`config.mk`:
```
export PLATFORM = sky130hd
export DESIGN_NAME = line_buffered_rx_fifo
export DESIGN_NICKNAME = d
export VERILOG_FILES = /design/src/lbrx_pkg.sv /design/src/line_buffered_rx_fifo.sv /design/src/lbrx_front.sv /design/src/lbrx_back.sv
export SDC_FILE = /design/constraint.sdc
export NUM_CORES = 1
export LEC_CHECK = 0
export BUFFER_PORTS_ARGS = -buffer_cell sky130_fd_sc_hd__buf_2
export CAP_MARGIN = 20
export CORE_MARGIN = 2
export CORE_UTILIZATION = 33
export CTS_BUF_LIST = sky130_fd_sc_hd__clkbuf_2
export DETAILED_ROUTE_END_ITERATION = 10
export GPL_TIMING_DRIVEN = 0
export SLEW_MARGIN = 20
export SYNTH_ARGS = -nofsm -noshare
export SYNTH_HDL_FRONTEND = slang
export SYNTH_SLANG_ARGS = --single-unit
```
`constraint.sdc`:
```
create_clock -name aclk -period 3.58 [get_ports aclk]
set_input_delay 0.537 -clock aclk [delete_from_list [all_inputs] [get_ports aclk]]
set_output_delay 0.537 -clock aclk [all_outputs]
set_load 0.02 [all_outputs]
```
`src/lbrx_pkg.sv`:
```
// Shared types and constants for the line-buffered receive FIFO.
// Used by the front end, the back end, the top level and the checker.
package lbrx_pkg;

    // Ring size and pointer width.
    localparam int DEPTH = 64;
    localparam int PTR_W = $clog2(DEPTH);

    localparam logic [7:0] NL_BYTE = 8'h0A;

    // Input opcodes.
    localparam logic [1:0] OPC_PUSH = 2'd0;
    localparam logic [1:0] OPC_ALL  = 2'd1;
    localparam logic [1:0] OPC_LINE = 2'd2;

    // Result kinds.
    localparam logic [1:0] KIND_ACK  = 2'd0;
    localparam logic [1:0] KIND_DATA = 2'd1;
    localparam logic [1:0] KIND_NONE = 2'd2;

    // Command classes passed from the front end to the back end.
    typedef enum logic [1:0] {
        CMD_PUSH,
        CMD_ALL,
        CMD_LINE,
        CMD_NONE
    } cmd_op_t;

    typedef struct packed {
        cmd_op_t    op;
        logic [7:0] data;
    } cmd_t;

    // Ring pointer increment with wrap.
    function automatic logic [PTR_W-1:0] next_ptr(input logic [PTR_W-1:0] p);
        logic [PTR_W-1:0] r;
        if (p == PTR_W'(DEPTH - 1)) begin
            r = '0;
        end else begin
            r = p + PTR_W'(1);
        end
        return r;
    endfunction

endpackage

```
`src/line_buffered_rx_fifo.sv`:
```
// Top level of the line-buffered receive FIFO.
// Depends on lbrx_pkg, lbrx_front and lbrx_back.
//
//   Channel  Direction  Handshake          Word
//   s_       in         s_valid/s_ready    s_opcode, s_rx_byte
//   m_       out        m_valid/m_ready    m_kind, m_out_byte, m_last, m_overrun
//
// A drain primes the ring's read port first, then sends one byte a cycle from the
// single read port of the 64-byte ring while the output is not stalled.
// The front end takes a word every cycle while its two-entry queue has room.
// Reset is synchronous and active low; the ring contents are not cleared.
// A stall on m_ready holds the output register and the back end in place.
module line_buffered_rx_fifo (
    input  logic       aclk,
    input  logic       aresetn,
    input  logic       s_valid,
    output logic       s_ready,
    input  logic [1:0] s_opcode,
    input  logic [7:0] s_rx_byte,
    output logic       m_valid,
    input  logic       m_ready,
    output logic [1:0] m_kind,
    output logic [7:0] m_out_byte,
    output logic       m_last,
    output logic       m_overrun
);

    logic           q_valid;
    lbrx_pkg::cmd_t q_cmd;
    logic           q_pop;

    // Decode and queue incoming words.
    lbrx_front u_front (
        .aclk      (aclk),
        .aresetn   (aresetn),
        .s_valid   (s_valid),
        .s_ready   (s_ready),
        .s_opcode  (s_opcode),
        .s_rx_byte (s_rx_byte),
        .q_valid   (q_valid),
        .q_cmd     (q_cmd),
        .q_pop     (q_pop)
    );

    // Execute commands against the ring.
    lbrx_back u_back (
        .aclk       (aclk),
        .aresetn    (aresetn),
        .q_valid    (q_valid),
        .q_cmd      (q_cmd),
        .q_pop      (q_pop),
        .m_valid    (m_valid),
        .m_ready    (m_ready),
        .m_kind     (m_kind),
        .m_out_byte (m_out_byte),
        .m_last     (m_last),
        .m_overrun  (m_overrun)
    );

endmodule

```
`src/lbrx_front.sv`:
```
// Front end of the line-buffered receive FIFO: decodes input words into commands
// and holds them in a two-entry queue. Depends on lbrx_pkg.
module lbrx_front (
    input  logic              aclk,
    input  logic              aresetn,
    input  logic              s_valid,
    output logic              s_ready,
    input  logic [1:0]        s_opcode,
    input  logic [7:0]        s_rx_byte,
    output logic              q_valid,
    output lbrx_pkg::cmd_t    q_cmd,
    input  logic              q_pop
);

    lbrx_pkg::cmd_t q_mem_reg [2];
    logic           wr_ptr_reg, wr_ptr_next;
    logic           rd_ptr_reg, rd_ptr_next;
    logic [1:0]     count_reg, count_next;
    lbrx_pkg::cmd_t dec_cmd;
    logic           push_en;

    // Classify the opcode; the unused code becomes a command that only reports.
    always_comb begin
        dec_cmd.data = s_rx_byte;
        case (s_opcode)
            lbrx_pkg::OPC_PUSH: dec_cmd.op = lbrx_pkg::CMD_PUSH;
            lbrx_pkg::OPC_ALL:  dec_cmd.op = lbrx_pkg::CMD_ALL;
            lbrx_pkg::OPC_LINE: dec_cmd.op = lbrx_pkg::CMD_LINE;
            default:            dec_cmd.op = lbrx_pkg::CMD_NONE;
        endcase
    end

    assign s_ready = (count_reg != 2'd2);
    assign push_en = s_valid && s_ready;
    assign q_valid = (count_reg != 2'd0);
    assign q_cmd   = q_mem_reg[rd_ptr_reg];

    // Queue pointer and occupancy update.
    always_comb begin
        wr_ptr_next = push_en ? ~wr_ptr_reg : wr_ptr_reg;
        rd_ptr_next = q_pop ? ~rd_ptr_reg : rd_ptr_reg;
        count_next  = count_reg;
        if (push_en && !q_pop) begin
            count_next = count_reg + 2'd1;
        end else if (!push_en && q_pop) begin
            count_next = count_reg - 2'd1;
        end
    end

    always_ff @(posedge aclk) begin
        if (!aresetn) begin
            wr_ptr_reg <= 1'b0;
            rd_ptr_reg <= 1'b0;
            count_reg  <= 2'd0;
        end else begin
            wr_ptr_reg <= wr_ptr_next;
            rd_ptr_reg <= rd_ptr_next;
            count_reg  <= count_next;
        end
    end

    // Queue storage needs no reset.
    always_ff @(posedge aclk) begin
        if (push_en) begin
            q_mem_reg[wr_ptr_reg] <= dec_cmd;
        end
    end

endmodule

```
`src/lbrx_back.sv`:
```
// Back end of the line-buffered receive FIFO: byte ring, pointers, newline mark
// and the drain sequencer with the output register. Depends on lbrx_pkg.
module lbrx_back (
    input  logic              aclk,
    input  logic              aresetn,
    input  logic              q_valid,
    input  lbrx_pkg::cmd_t    q_cmd,
    output logic              q_pop,
    output logic              m_valid,
    input  logic              m_ready,
    output logic [1:0]        m_kind,
    output logic [7:0]        m_out_byte,
    output logic              m_last,
    output logic              m_overrun
);

    typedef enum logic {
        ST_IDLE,
        ST_DRAIN
    } state_t;

    localparam int PW = lbrx_pkg::PTR_W;

    state_t          state_reg, state_next;
    logic [PW-1:0]   head_reg, head_next;
    logic [PW-1:0]   tail_reg, tail_next;
    logic [PW-1:0]   cur_reg, cur_next;
    logic [PW-1:0]   cnt_reg, cnt_next;
    logic            nl_valid_reg, nl_valid_next;
    logic [PW-1:0]   nl_pos_reg, nl_pos_next;
    logic            line_mode_reg, line_mode_next;
    logic            m_valid_reg, m_valid_next;
    logic [1:0]      m_kind_reg, m_kind_next;
    logic [7:0]      m_byte_reg, m_byte_next;
    logic            m_last_reg, m_last_next;
    logic            m_ovr_reg, m_ovr_next;

    logic [7:0]      mem [lbrx_pkg::DEPTH];
    logic [7:0]      rd_data_reg;
    logic            mem_we;
    logic            mem_re;
    logic [PW-1:0]   mem_raddr;
    logic            out_free;
    logic            not_empty;
    logic            drain_done;
    logic [PW-1:0]   head_inc;
    logic [PW-1:0]   cur_inc;

    assign out_free  = !m_valid_reg || m_ready;
    assign not_empty = (head_reg != tail_reg);
    assign head_inc  = lbrx_pkg::next_ptr(head_reg);
    assign cur_inc   = lbrx_pkg::next_ptr(cur_reg);

    // The word in hand is the last of a drain when the walk reaches its stop.
    always_comb begin
        if (line_mode_reg) begin
            drain_done = (cur_reg == nl_pos_reg) || (rd_data_reg == lbrx_pkg::NL_BYTE)
                      || (cnt_reg == PW'(lbrx_pkg::DEPTH - 1));
        end else begin
            drain_done = (cur_inc == head_reg);
        end
    end

    // Command execution and drain sequencing.
    always_comb begin
        state_next     = state_reg;
        head_next      = head_reg;
        tail_next      = tail_reg;
        cur_next       = cur_reg;
        cnt_next       = cnt_reg;
        nl_valid_next  = nl_valid_reg;
        nl_pos_next    = nl_pos_reg;
        line_mode_next = line_mode_reg;
        m_valid_next   = m_valid_reg && !m_ready;
        m_kind_next    = m_kind_reg;
        m_byte_next    = m_byte_reg;
        m_last_next    = m_last_reg;
        m_ovr_next     = m_ovr_reg;
        mem_we         = 1'b0;
        mem_re         = 1'b0;
        mem_raddr      = cur_reg;
        q_pop          = 1'b0;

        case (state_reg)
            ST_IDLE: begin
                if (q_valid && out_free) begin
                    q_pop = 1'b1;
                    // Default outcome is the nothing-to-read report.
                    m_valid_next = 1'b1;
                    m_kind_next  = lbrx_pkg::KIND_NONE;
                    m_byte_next  = 8'h00;
                    m_last_next  = 1'b1;
                    m_ovr_next   = 1'b0;
                    case (q_cmd.op)
                        lbrx_pkg::CMD_PUSH: begin
                            mem_we    = 1'b1;
                            head_next = head_inc;
                            if (q_cmd.data == lbrx_pkg::NL_BYTE) begin
                                nl_valid_next = 1'b1;
                                nl_pos_next   = head_reg;
                            end
                            m_kind_next = lbrx_pkg::KIND_ACK;
                            m_ovr_next  = (head_inc == tail_reg);
                        end
                        lbrx_pkg::CMD_ALL, lbrx_pkg::CMD_LINE: begin
                            if (not_empty && (q_cmd.op == lbrx_pkg::CMD_ALL || nl_valid_reg))
                            begin
                                m_valid_next   = 1'b0;
                                mem_re         = 1'b1;
                                mem_raddr      = tail_reg;
                                cur_next       = tail_reg;
                                cnt_next       = '0;
                                line_mode_next = (q_cmd.op == lbrx_pkg::CMD_LINE);
                                state_next     = ST_DRAIN;
                            end
                        end
                        default: begin
                        end
                    endcase
                end
            end
            ST_DRAIN: begin
                if (out_free) begin
                    m_valid_next = 1'b1;
                    m_kind_next  = lbrx_pkg::KIND_DATA;
                    m_byte_next  = rd_data_reg;
                    m_last_next  = drain_done;
                    m_ovr_next   = 1'b0;
                    if (drain_done) begin
                        tail_next  = cur_inc;
                        state_next = ST_IDLE;
                        if (!line_mode_reg || cur_reg == nl_pos_reg) begin
                            nl_valid_next = 1'b0;
                        end
                    end else begin
                        cur_next  = cur_inc;
                        cnt_next  = cnt_reg + PW'(1);
                        mem_re    = 1'b1;
                        mem_raddr = cur_inc;
                    end
                end
            end
            default: begin
                state_next = ST_IDLE;
            end
        endcase
    end

    // State, pointers and the output register.
    always_ff @(posedge aclk) begin
        if (!aresetn) begin
            state_reg    <= ST_IDLE;
            head_reg     <= '0;
            tail_reg     <= '0;
            nl_valid_reg <= 1'b0;
            nl_pos_reg   <= '0;
            m_valid_reg  <= 1'b0;
        end else begin
            state_reg    <= state_next;
            head_reg     <= head_next;
            tail_reg     <= tail_next;
            nl_valid_reg <= nl_valid_next;
            nl_pos_reg   <= nl_pos_next;
            m_valid_reg  <= m_valid_next;
        end
        cur_reg       <= cur_next;
        cnt_reg       <= cnt_next;
        line_mode_reg <= line_mode_next;
        m_kind_reg    <= m_kind_next;
        m_byte_reg    <= m_byte_next;
        m_last_reg    <= m_last_next;
        m_ovr_reg     <= m_ovr_next;
    end

    // Byte ring: one write port at the head, one registered read port.
    always_ff @(posedge aclk) begin
        if (mem_we) begin
            mem[head_reg] <= q_cmd.data;
        end
        if (mem_re) begin
            rd_data_reg <= mem[mem_raddr];
        end
    end

    assign m_valid    = m_valid_reg;
    assign m_kind     = m_kind_reg;
    assign m_out_byte = m_byte_reg;
    assign m_last     = m_last_reg;
    assign m_overrun  = m_ovr_reg;

endmodule

```
# Word level (Yosys, flattened, before mapping)
# Memories as Yosys holds them, arrays and structs flattened. A register that Yosys moved wholly into a read port is not among the register bits.
# Cells that the tools add are included.
[totals]
reg_bits = 50
ram_bits = 532
input_bits = 14
elab_cells = 140
mem_count = 2
[op_classes]
addsub = 5
eq_ne = 23
n_mux = 63
bitwise_logic = 3
reduce_logical = 28
[mem_list]
columns = ["name", "depth", "word_bits", "read_ports", "rd_clocked_by_memory_dff", "write_ports", "line", "text"]
rows = [
  ["u_back.mem", 64, 8, 1, 1, 1, "lbrx_back.sv:38", "logic [7:0] mem [lbrx_pkg::DEPTH];"],
  ["u_front.q_mem_reg", 2, 10, 1, 1, 1, "lbrx_front.sv:15", "lbrx_pkg::cmd_t q_mem_reg [2];"],
]
[op_table]
columns = ["cell", "n"]
rows = [
  ["$mux W6", 12],
  ["$mux W1", 33],
  ["$pmux W6 S2", 2],
  ["$add A6 B1 Y6 const B", 3],
  ["$eq A6 B6 Y1", 3],
  ["$eq A6 B6 Y1 const B", 3],
  ["$eq A8 B4 Y1 const B", 2],
  ["$mux W8", 2],
  ["$pmux W8 S2", 1],
  ["$ne A2 B2 Y1 const B", 7],
  ["$pmux W1 S2", 6],
  ["$mux W2", 5],
  ["$reduce_and A4 Y1", 2],
  ["$logic_and A1 B1 Y1", 6],
  ["$ne A2 B1 Y1 const B", 3],
  ["$ne A6 B6 Y1", 1],
  ["$pmux W2 S3", 1],
  ["$reduce_and A3 Y1", 2],
  ["$reduce_and A6 Y1", 1],
  ["$logic_not A1 Y1", 5],
  ["$logic_or A1 B1 Y1", 5],
  ["$reduce_and A5 Y1", 1],
  ["$eq A2 B1 Y1 const B", 2],
  ["$eq A2 B2 Y1 const B", 2],
  ["8 further kinds", 12],
]

# Logic depth before layout (Yosys ltp)
[logic_depth]
depth_word = 8
ltp_mapped = 18

# Modules after synthesis
# Synthesis repeated with hierarchy kept, for this count alone.
[unflattened]
cells_unflattened = 1640
area_unflattened_um2 = 24153.2
[modules_own_cells]
columns = ["mod", "instances", "cells_per_inst", "area_per_inst_um2"]
rows = [
  ["lbrx_back", 1, 1582, 23202.3],
  ["lbrx_front", 1, 58, 950.9],
]

# Worst setup path after synthesis
# Ideal clock, no wire load.
[synth_timing]
kind = "reg2reg"
start = "register (tool-made name)"
end = "register u_back.rd_data_reg[2] (read register of u_back.mem), data pin"
setup_time_ns = 0.274
t_arrival_ns = 3.423
required_time_ns = 3.306
slack_ns = -0.117
stages_incl_launch_ff = 17
synth_period_minus_slack_ns = 3.697
path_cell_list = "dfxtp_1 -> clkbuf_1 -> mux2i_1 -> inv_1 -> ha_1 -> o21ai_0 -> a2111o_1 -> clkinv_1 -> a22o_1 -> nor3_4 -> inv_2 -> nor2_1 -> clkbuf_1 -> a32oi_1 -> and3_1 -> a211oi_1 -> o2111ai_1"
[synth_lines]
columns = ["element", "line", "text"]
rows = [
  ["end, declared", "lbrx_back.sv:39", "logic [7:0] rd_data_reg;"],
]

# Final worst setup path
[layout_timing]
start = "register u_back.cur_reg[0]"
end = "register u_back.rd_data_reg[0] (read register of u_back.mem), data pin"
[layout_via]
elab_chain_len = 7
elab_cells_between_ends = 17
[layout_lines]
columns = ["element", "line", "text"]
rows = [
  ["start, declared", "lbrx_back.sv:27", "logic [PW-1:0] cur_reg, cur_next;"],
  ["start signal, assigned", "lbrx_back.sv:166", "cur_reg <= cur_next;"],
  ["$add A6 B1 Y6 (tied with other cells)", "lbrx_pkg.sv:40", "r = p + PTR_W'(1);"],
  ["$mux W6 or $logic_or A1 B1 Y1 (tied branches)", "lbrx_pkg.sv:37, lbrx_back.sv:57", ""],
  ["$eq A6 B6 Y1 or $logic_or A1 B1 Y1 (tied branches)", "lbrx_back.sv:60, lbrx_back.sv:58", ""],
  ["$mux W1", "lbrx_back.sv:56", "if (line_mode_reg) begin"],
  ["$mux W6 or $mux W1 (tied branches)", "lbrx_back.sv:129", "if (drain_done) begin"],
  ["$mux W6 or $mux W1 (tied branches)", "n/a", ""],
  ["$pmux W6 S2 or $pmux W1 S2 (tied branches)", "n/a", ""],
]
# Parallel ways exist; a longest one is shown, timed or not.
# A chain may end at the register's enable or synchronous reset.

==> metrics.log <==
INFO  metric vias = 16.1k
INFO  metric mux_share_of_post_synthesis_cell_area = 5.28%
INFO  metric power-per-cell-area = 694 nW/um^2
INFO  metric crit_path_end_kind = register
INFO  metric largest_reg_flops = 512
INFO  metric synth_area_leader_cell = sky130_fd_sc_hd__edfxtp_1
INFO  metric maxSlewHeadroom = 34.5%
INFO  metric routed_via_density = 5.35
INFO  metric area_delta_synth_final = 21.4%
INFO  metric critical_path.top_delay_family = compound AO/OA/AOI/OAI gates
INFO  metric synth-compound-area-share = 6.94%
INFO  metric tightest_slew = 0.980 ns
INFO  metric reg2reg_setup_slack = -0.31 ns
INFO  metric worstHoldPathCells = 4
INFO  metric io-pin-count = 28
INFO  metric grt_antenna_before_repair = 1
INFO  metric holdPathEnd = u_back.tail_reg[4]$_SDFFE_PN0P_
INFO  metric drt_iter0_markers = 1591
INFO  metric crit_slowest_cell = sky130_fd_sc_hd__dfxtp_4
INFO  metric yosys.area_share.simple = 11.5%
INFO  metric first_global_vias = 16.1k
INFO  metric die_y = 274 um
INFO  metric cp_cell_sequence = ha_4 -> buf_4 -> buf_2 -> nor2_1 -> o21ai_0 -> nand3_1 -> nand4_1 -> buf_6 -> buf_8 -> a211oi_4 -> nor2_4 -> buf_12 -> buf_12 -> mux2_4 -> o2111ai_4 -> o22ai_4 -> a211oi_4 -> o2111ai_2
INFO  metric setup_cp_type = reg -> reg
INFO  metric critical_path_max_stage_delay = 0.39 ns
INFO  metric fin_worst_skew = 0.0726 ns
INFO  metric core.rowCount = 98
INFO  metric final-instance-count-excl-fill = 3015
INFO  metric post-route-worst-setup-slack = -0.306 ns
INFO  metric net-switching-power = 7.46 mW
INFO  metric maximum_capacitance_violations = 0
INFO  metric report.final.setup_viol = 8
INFO  metric report.power.total = 20.2 mW
INFO  metric clock_sinks = 591
INFO  metric core = 71700 sq um
INFO  metric start_util = 33.5%
INFO  metric die_w = 274 um
INFO  metric r2r_cells = 18
INFO  metric critPathLaunchType = register
INFO  metric synth_edf_count = 559
INFO  metric finalCritPeriodShare = 109%
INFO  metric p_seq_share = 42.1%
INFO  metric routed_wire_length_per_instance = 23.0 um
INFO  metric post-place-cells = 2694
INFO  metric violations_in_the_final_reports = negative setup slack
INFO  metric number_of_optimization_iterations_in_the_first_detailed_route_pass = 5
INFO  metric synth.ff_latch_count = 591
INFO  metric syn_avg_cell_area = 14.0 sq um
INFO  metric tritoncts_clock_tree = built
INFO  metric cts.reportedPaths.clkPinSlew = 0.12 ns
INFO  metric synth-seq-area-share = 72.5%
INFO  metric synth_largest_type_area_fraction = 69.9%
INFO  metric cellInternalPower = 12.8 mW
INFO  metric grt_first_pass_wirelength = 101 mm
INFO  metric post_synth_xor_area_fraction = 1.06%
INFO  metric layout.nets = 1991
INFO  metric die-area = 75000 sq um
INFO  metric totalWireLength = 69.3 mm
INFO  metric ys_types = 69
INFO  metric power.share.switching = 36.8%
INFO  metric grt_use_total = 18.3%
INFO  metric ant_nets = 0
INFO  metric cts_buffers = 149
INFO  metric route.detailed.drc = 0
INFO  metric leading_cell_type_by_number_of_instances_after_synthesis = sky130_fd_sc_hd__edfxtp_1
INFO  metric postSynthCellCount = 1715
INFO  metric postSynth.asyncResetShare = 0%
INFO  metric critical_path_required = 4.56 ns
INFO  metric finalHoldViolCount = 0
INFO  metric dp.final_hpwl = 43.6 mm
INFO  metric timing.setup.tns = -1.78 ns
INFO  metric place.port_buffers = 25
INFO  metric worst_hold_path_type = in -> reg
INFO  metric worstPathArrival = 4.87 ns
INFO  metric clock_power_share = 22.4%
INFO  metric htree_levels = 4
INFO  metric outcome = finished, violations left
INFO  metric timing.hold.worst.start = aresetn
INFO  metric critPathBufInv = 6
INFO  metric fmax = 0.257 GHz
INFO  metric mappedNetlistArea = 24000 sq um
INFO  metric synth.area.top_cells = sky130_fd_sc_hd__edfxtp_1 (70%), sky130_fd_sc_hd__nand2_1 (4.6%), sky130_fd_sc_hd__mux2i_1 (4.6%)
INFO  metric grt_max_degree = 66
INFO  metric gp_congestion = 0.879
INFO  metric finalMaxSlewViolations = 0
INFO  metric power_leakage = 9.48 nW
INFO  metric clock_tree.buffer_depth = 3
INFO  metric combinational_family_with_the_most_area_after_synthesis = simple AND/OR/NAND/NOR gates
INFO  metric yosys_warnings = 0
INFO  metric post_synth_fa_ha_maj_area_fraction = 0.365%
INFO  metric post_route_minimum_period = 3.89 ns
INFO  metric crit_fanout = 7
INFO  metric synth_ff_type = sky130_fd_sc_hd__edfxtp_1
INFO  metric worstSkewPairLatency = 1.31 ns
INFO  metric combinationalPowerShare = 35.5%
INFO  metric layout-drive-gt1-share = 27.9%
INFO  metric synthesis.nets = 1736
INFO  metric clock_tree.root_cell = sky130_fd_sc_hd__clkbuf_2
INFO  metric worstReg2RegStart = u_back.cur_reg[0]$_DFF_P_
INFO  metric grt_setup_unrepaired = true
INFO  metric ir_drop = 349 uV
INFO  metric worst_r2r_endpoint = u_back.rd_data_reg[0]$_DFFE_PP_
INFO  metric synth.cells.most_frequent = sky130_fd_sc_hd__edfxtp_1 (559), sky130_fd_sc_hd__nand2_1 (297), sky130_fd_sc_hd__nor2_1 (120), sky130_fd_sc_hd__mux2i_1 (111), sky130_fd_sc_hd__nand3_1 (93)
INFO  metric grt_overflow = 0
per-layer routing:
layer / GRT usage [%] / up-vias / wire, um
li1: - / 7117 / -
met1: 23.0 / 8095 / 28200
met2: 29.5 / 765 / 32900
met3: 5.24 / 148 / 5580
met4: 8.07 / 2 / 2430
met5: 0 / - / 131
worst max path at each step:
stage	start	to	slack, ns	cells past startpoint
2_1_floorplan	register	u_back.rd_data_reg[2]$_DFFE_PP_	0.05	16
3_3_place_gp	register	u_back.rd_data_reg[0]$_DFFE_PP_	-2.12	16
3_5_place_dp	register	u_back.rd_data_reg[0]$_DFFE_PP_	-2.25	16
4_1_cts	register	u_back.rd_data_reg[0]$_DFFE_PP_	-0.17	17
5_1_grt	u_back.cnt_reg[1]$_SDFFCE_PN0P_	u_back.rd_data_reg[0]$_DFFE_PP_	-0.37	15
6_report	u_back.cur_reg[0]$_DFF_P_	u_back.rd_data_reg[0]$_DFFE_PP_	-0.31	18
placed cells by master (no fill, tap or decap), drive strengths merged, types with 32 or more instances in the layout:
cell type / n
mux2i: 111
a32oi: 63
clkbuf: 238
dfxtp: 32
nand4: 41
clkinv: 34
nand2: 297
buf: 144
nor2: 121
edfxtp: 559
nand3: 93
tightest hold or removal path, stage by stage:
cell and delay, ns:
sky130_fd_sc_hd__dlygate4sd3_1 0.53, sky130_fd_sc_hd__buf_2 0.13, sky130_fd_sc_hd__clkinv_1 0.18, sky130_fd_sc_hd__a211oi_1 0.07
what timing repair did:
item | CTS | global route
pin swaps | 48 | 22
hold buffers | 25 | 0
cloned | 4 | 0
setup endpoints to repair | 262 | 214
resized for setup | 313 | 90
endpoints found under the hold margin | 65 | 0
setup buffers | 39 | 12
power by group through the flow:
| stage | Sequential [mW] | Clock (mW) | Combinational, mW |
|---|---|---|---|
| after global routing | 8.54 | 4.95 | 7.50 |
| after CTS | 8.51 | 4.64 | 6.83 |
| final | 8.52 | 4.54 | 7.18 |
| after floorplan | 8.69 | 0 | 2.99 |
| after detailed placement | 8.65 | 0 | 5.36 |
| after global placement | 8.69 | 0 | 5.16 |
logic make-up (layout without fill, tap and decap cells):
logic type | Yosys count | in the layout
fa+ha+maj | 7 | 7
flops | 591 | 591
simple gates | 621 | 621
xor+xnor | 29 | 29
compound gates | 220 | 220
buf+inv | 124 | 473
other cells | 0 | 1
mux | 123 | 123
final cells by class:
class	count	area, sq um
plain buffers	98	975
repair buffers	108	1020
well taps	950	1190
multi-input cells	1000	7130
clock inverters	44	308
flip-flops and latches	591	17400
clock buffers	201	1010
diodes	1	2.50
fillers	6573	42600
inverters	22	98.8
per-stage QoR:
step	area, sq um	util (%)	worst slack, ns	hold WS [ns]
CTS	28700	40.0	-0.168	0.0176
global route	29200	40.7	-0.373	0.0961
detailed placement	25500	35.5	-2.25	0.471
floorplan	24000	-	0.0529	0.451
finish	29200	40.7	-0.306	0.211
global placement	25300	35.3	-2.12	0.469
Note: power is estimated with default switching activity, not from simulation.
